[src/design/bbr_pkg.sv]
// shared types, constants and the reciprocal table for the 3x3 box blur
`default_nettype none

package bbr_pkg;

   localparam int PIX_W        = 8;
   localparam int RGB_W        = 3 * PIX_W;
   localparam int SUM_W        = 12;
   localparam int CNT_W        = 4;
   localparam int RECIP_W      = 17;
   localparam int RECIP_SHIFT  = 17;
   localparam int WIN_ROWS     = 3;
   localparam int WIN_TAPS     = 9;
   localparam int WIDTH_REG_W  = 11;
   localparam int HEIGHT_REG_W = 16;
   localparam int CSR_DATA_W   = 16;
   localparam int RESET_WIDTH  = 640;
   localparam int RESET_HEIGHT = 480;

   localparam logic [PIX_W-1:0] PIX_MAX = 8'd255;

   localparam logic CSR_IMAGE_WIDTH  = 1'b0;
   localparam logic CSR_IMAGE_HEIGHT = 1'b1;

   typedef logic [RGB_W-1:0] rgb_type;

   typedef struct packed {
      logic ok_left;
      logic ok_right;
      logic ok_top;
      logic ok_bottom;
      logic last;
   } tap_ctl_type;

   // ceil(2^17 / (2n)), exact for numerators below 2^17 / 18
   function automatic logic [RECIP_W-1:0] recip(input logic [CNT_W-1:0] n);
      logic [RECIP_W-1:0] r;
      case (n)
         4'd1:    r = 17'd65536;
         4'd2:    r = 17'd32768;
         4'd3:    r = 17'd21846;
         4'd4:    r = 17'd16384;
         4'd5:    r = 17'd13108;
         4'd6:    r = 17'd10923;
         4'd7:    r = 17'd9363;
         4'd8:    r = 17'd8192;
         4'd9:    r = 17'd7282;
         default: r = '0;
      endcase
      return r;
   endfunction

endpackage

`default_nettype wire

[src/design/bbr_norm.sv]
// rounded average of one channel: (2*sum+n)/(2n) by reciprocal multiply, saturated
`default_nettype none

module bbr_norm (
   input  logic [bbr_pkg::SUM_W-1:0] sum,
   input  logic [bbr_pkg::CNT_W-1:0] cnt,
   output logic [bbr_pkg::PIX_W-1:0] avg
);

   localparam int NUM_W  = bbr_pkg::SUM_W + 1;
   localparam int PROD_W = NUM_W + bbr_pkg::RECIP_W;
   localparam int QUO_W  = PROD_W - bbr_pkg::RECIP_SHIFT;

   logic [NUM_W-1:0]  num;
   logic [PROD_W-1:0] prod;
   logic [QUO_W-1:0]  quo;

   assign num  = {sum, 1'b0} + NUM_W'(cnt);
   assign prod = PROD_W'(num) * PROD_W'(bbr_pkg::recip(cnt));
   assign quo  = prod[PROD_W-1:bbr_pkg::RECIP_SHIFT];
   assign avg  = (quo > QUO_W'(bbr_pkg::PIX_MAX)) ? bbr_pkg::PIX_MAX
                                                  : quo[bbr_pkg::PIX_W-1:0];

endmodule

`default_nettype wire

[config.mk]
export PLATFORM = sky130hd
export DESIGN_NAME = bbr_norm
export DESIGN_NICKNAME = d
export VERILOG_FILES = /design/src/design/bbr_pkg.sv /design/src/design/bbr_norm.sv
export SDC_FILE = /design/constraint.sdc
export NUM_CORES = 1
export LEC_CHECK = 0
export BUFFER_PORTS_ARGS = -buffer_cell sky130_fd_sc_hd__buf_2
export CAP_MARGIN = 15
export CORE_MARGIN = 4
export CORE_UTILIZATION = 45
export DETAILED_ROUTE_END_ITERATION = 8
export PLACE_DENSITY_LB_ADDON = 0.08
export SYNTH_ARGS = -nofsm -noshare
export SYNTH_HDL_FRONTEND = slang
export SYNTH_SLANG_ARGS = --single-unit
[constraint.sdc]
create_clock -name vclk -period 7.15
set_input_delay 0.3575 -clock vclk [all_inputs]
set_output_delay 0.3575 -clock vclk [all_outputs]
set_load 0.03 [all_outputs]
* Word-level counts from Yosys, hierarchy flattened
Memories as Yosys holds them, arrays and structs flattened.
Index checks and enable logic that the tools add are counted.
** Cells by class
- $add $sub $neg :: 1
- Multiply operators :: 1
- Magnitude comparators :: 1
- Multiplexer cells :: 1
** Operators with widths (number)
- multiplier 13 x 17 -> 30 bit :: 1
- adder 13 x 4 -> 13 bit :: 1
- > comparator 13 x 8 -> 1 bit (second input constant) :: 1
- 2-to-1 mux 8 bit :: 1
** Word-level totals
- Register bits after elaboration :: 0
- Bits in read-only memories :: 272
- Input port bits :: 16
- Output and inout bits :: 8
- Logic and storage cells :: 5
- Memories kept :: 1
** Memory list
- (name not given) :: depth 16, width 17, rd ports 1, clocked after Yosys merged registers in 0, write ports 0, line bbr_pkg.sv:38 : case (n)

* Depth between registers and ports, before layout
- Word-level depth :: 4
- Depth in mapped cells :: 26

* Worst setup path before layout
Ideal clock, no wire load.
- Kind :: input port to output port
- Start :: in sum[0] (netlist bit)
- End :: out avg[0] (netlist bit)
- Arrival :: 6.804 ns
- Required time :: 6.793 ns
- Path slack :: -0.011 ns
- Stages :: 23
- Cells stage by stage :: ha_1 fa_1 a21oi_1 nor3_1 xnor2_1 nor2_1 nor2_1 fa_1 fa_1 inv_1 fa_1 fa_1 inv_1 fa_1 inv_1 ha_1 a21oi_1 o21ai_1 o22ai_2 a31oi_1 or3_1 a2111oi_4 nand4_1
** Between the ends
- Word-level cells in the longest chain between the ends :: 4
** Ends and longest elaborated chain
- from (decl) :: line bbr_norm.sv:5 : input logic [bbr_pkg::SUM_W-1:0] sum,
- adder 13 x 4 -> 13 bit * :: line bbr_norm.sv:18 : assign num = {sum, 1'b0} + NUM_W'(cnt);
- multiplier 13 x 17 -> 30 bit * :: line bbr_norm.sv:19 : assign prod = PROD_W'(num) * PROD_W'(bbr_pkg::recip(cnt));
- > comparator 13 x 8 -> 1 bit :: line bbr_norm.sv:21 : assign avg = (quo > QUO_W'(bbr_pkg::PIX_MAX)) ? bbr_pkg::PIX_MAX
- 2-to-1 mux 8 bit * :: line bbr_norm.sv:21
- to (decl) :: line bbr_norm.sv:7 : output logic [bbr_pkg::PIX_W-1:0] avg
Mark *: on every way between the ends. The rest lies on a longest branch, timed or not.

* Worst setup path after layout
- Start :: in sum[0] (netlist bit)
- End :: out avg[4] (netlist bit)
Same word-level chain as after synthesis.

==> impl.org <==
** Timing
- At the pin with the least slew margin, the transition time is roughly 540 ps.
- Measured against its own limit, the worst slew margin works out to 63.3%.
- Of the available clock period, the critical path in the final layout requires 99.7%.
- Number of hold violations in the final report :: 0
- The final number of max-transition violations is 0.
- Min cycle time layout :: about 7000 ps
- Summed over all failing endpoints, the final setup total negative slack is 0 ps.
- Maximum clock frequency :: 0.140 GHz
- Setup violations remaining at the end of the flow were counted as 0.
- Setup repair after global routing could not meet its margin everywhere.

** Global routing
- Entering global routing, the biggest net connects 16 pins.
- Global routing consumed, over all layers together, a little under a quarter of the routing resources.
- Number of antenna violations at the first check in global routing :: 0
- The via count of the first global-routing pass came to about 6600.
- The first global-routing pass estimated between 30 and 40 mm of wire.
- The total overflow left after global routing is 0.

** Layout
- Registers take 0 um2.
- Cells with a size suffix above 1 make up 24.4% of the layout.
- Sequential cell count :: 0
- From synthesis to final layout, the design area changed by 25.0%.
- Number of diodes :: 0
- Clock buffer instance count of the final layout :: 0
- With fillers left out, the area of the finished cells amounts to approximately 9000 um2.
- After the last flow step, the layout net total stands at 1271.
- Share of the core filled with cells in the final layout :: 57.6%

** Synth
- Post-Synthesis Mean Instance Area :: 8.26 um2
- Area share of the largest cell type after synthesis :: between 40% and 50%
- In this run the cell area of the synthesized design comes to 7380 um2.
- Yosys printed 0 warnings.
- In the post-synthesis netlist, the biggest area contributors are fa_1 (45%), ha_1 (13%), inv_1 (11%).
- Commonest cells post-synth :: inv_1 (223), fa_1 (165), nand2_1 (157), ha_1 (79), nor2_1 (57)
- The synthesized design spends more area on one cell type than any other, namely fa_1.
- Sequential element share of the synthesized area :: 0%
- Counting every instance in the synthesized netlist gives 894.
- Unique cell type count in the Yosys netlist :: 55
- Most common cell in the netlist :: inv_1
- The number of nets in the synthesized netlist is 1154.

** Floorplan
- The core region is between 15000 and 20000 um2.
- Initial Utilization :: 46.1%
- In this run the vertical extent of the chip is 136 um.
- Number of cell rows :: between 40 and 50
- Die ar. :: roughly 19000 um2
- During I/O placement, the number of pins put on the boundary was 24.
- In this run the horizontal extent of the chip is about 140 um.

** Worst setup path
- The critical path in this run is classified as in2out.
- Biggest fanout along the worst timing path :: 6
- The cell that appears most often on the critical path is buf_4.
- The worst setup path is captured at an output pin.
- The slowest stage of the critical path belongs to the cell fa_2.
- Nature of the critical path startpoint :: input port
- CP arrival :: 6770 ps
- Highest cell delay on the worst timing path :: ~580 ps
- STA puts the critical path data required time at 6790 ps.

** Power and ir drop
- Overall power of the completed layout :: 1.53 mW
- Switching part of the total :: 54.8%
- Portion of total power attributed to sequential cells :: 0%
- Total leakage power :: ~4.8 nW
- The clock network is responsible for 0% of the overall power.
- Worst supply voltage drop on vdd :: between 0.00015 and 0.0002 V
- The analysis attributes to net switching a power of 841 uW.
- Internal power comes to a little under 700 uW.
- Power density relative to cell area :: 166 nW/um2
- Per report_power, the combinational group accounts for 100.0% of the total.

** Detailed routing
- Drt wl/cell :: about 17 um
- Summed over all layers, the routed wires come to 20.7 mm.
- Number of iterations in the first detailed-routing pass :: 6
- Total DRC errors in the routed layout :: 0
- Per-cell via count in the routed design :: between 5 and 6
- Number of DRC markers in iteration 0 :: 231
- Total via count in the routed design :: 6334
- Count of antenna-violating nets left after detailed routing :: 0

** Placed design
- Detail Placement HPWL :: 18.1 mm
- The placed instances occupy a cell area of 8390 um2.
- Buffers on Ports :: 24
- At the end of routability-driven placement, the weighted congestion stood at 0.926.

** Job
- Number of maximum-capacitance constraint violations :: 0

** Status
- Result of the run :: finished clean

** Worst hold path
- The min-delay analysis places its worst path in the category in2out.
[final cells by class]
cell class,instances,area [um2]
multi-input combinational,646,7000
timing repair buffer,139,1120
tap,216,270
inverter,224,841
fill,1551,6780
[power groups by stage]
stage | sequential [mW] | clock [mW] | combinational, mW
after floorplan | 0 | 0 | 0.823
after global routing | 0 | 0 | 1.70
after global placement | 0 | 0 | 1.22
after CTS | 0 | 0 | 1.28
final | 0 | 0 | 1.53
after detailed placement | 0 | 0 | 1.22
[routing by layer]
metal  GRT usage [%]  vias to the layer above  wire [um]
li1                -                     2934          -
met1            30.9                     3247       8500
met2            40.1                      123      10700
met3            2.74                       30        896
met4            5.26                        0        554
met5               0                        -          0
[critical path: cells and delay by family]
family	cells	cell delay, ps
adder cells (fa/ha/maj)	8	3290
buffers and inverters	11	1360
AO/OA/AOI/OAI	4	840
AND/OR/NAND/NOR	6	760
XOR/XNOR	1	130
[worst paths after layout]
kind / start / endpoint / cells after the start
worst min-delay path: cnt[0] / avg[2] / 8
worst max-delay path: sum[0] / avg[4] / 30
[repair_timing]
item / 4_1_cts / 5_1_grt
resized for setup: 21 / 128
pin swaps: 11 / 78
hold buffers: 0 / 0
setup buffers: 8 / 13
endpoints found under the setup margin: 8 / 8
[through the flow]
stage	setup WS, ps	std cells	hold slack [ps]
2_1_floorplan	13.0	894	1470
3_3_place_gp	-36.6	1204	1900
3_5_place_dp	-148	1204	1920
4_1_cts	4.89	1212	1940
5_1_grt	-223	1225	1950
6_report	21.6	1225	1900
[cell usage in the layout (no fill, tap or decap), drive strengths merged, types with 2 or more instances in the layout]
cell,synthesis,final
a2111oi,2,2
a211oi,5,5
a21o,9,9
a21oi,38,38
a31oi,2,2
and2,15,15
and3,6,6
buf,6,139
fa,165,165
ha,79,79
inv,224,224
nand2,157,157
nand2b,2,2
nand3,8,8
nand4,16,16
nor2,57,57
nor2b,3,3
nor3,6,6
o211ai,2,2
o21a,3,3
o21ai,20,20
o21bai,3,3
or3,2,2
xnor2,13,13
xor2,15,15
[kinds of logic (layout without fill, tap and decap cells)]
kind of cell	after synthesis	in the layout	synth area share, %
AND/OR/NAND/NOR	280	280	16.9
adder cells (fa/ha/maj)	244	244	58.1
AO/OA/AOI/OAI	93	93	8.75
buffers and inverters	248	363	12.8
XOR/XNOR	28	28	3.32
multiplexers	1	1	0.136
(Power assumes the default switching activity.)
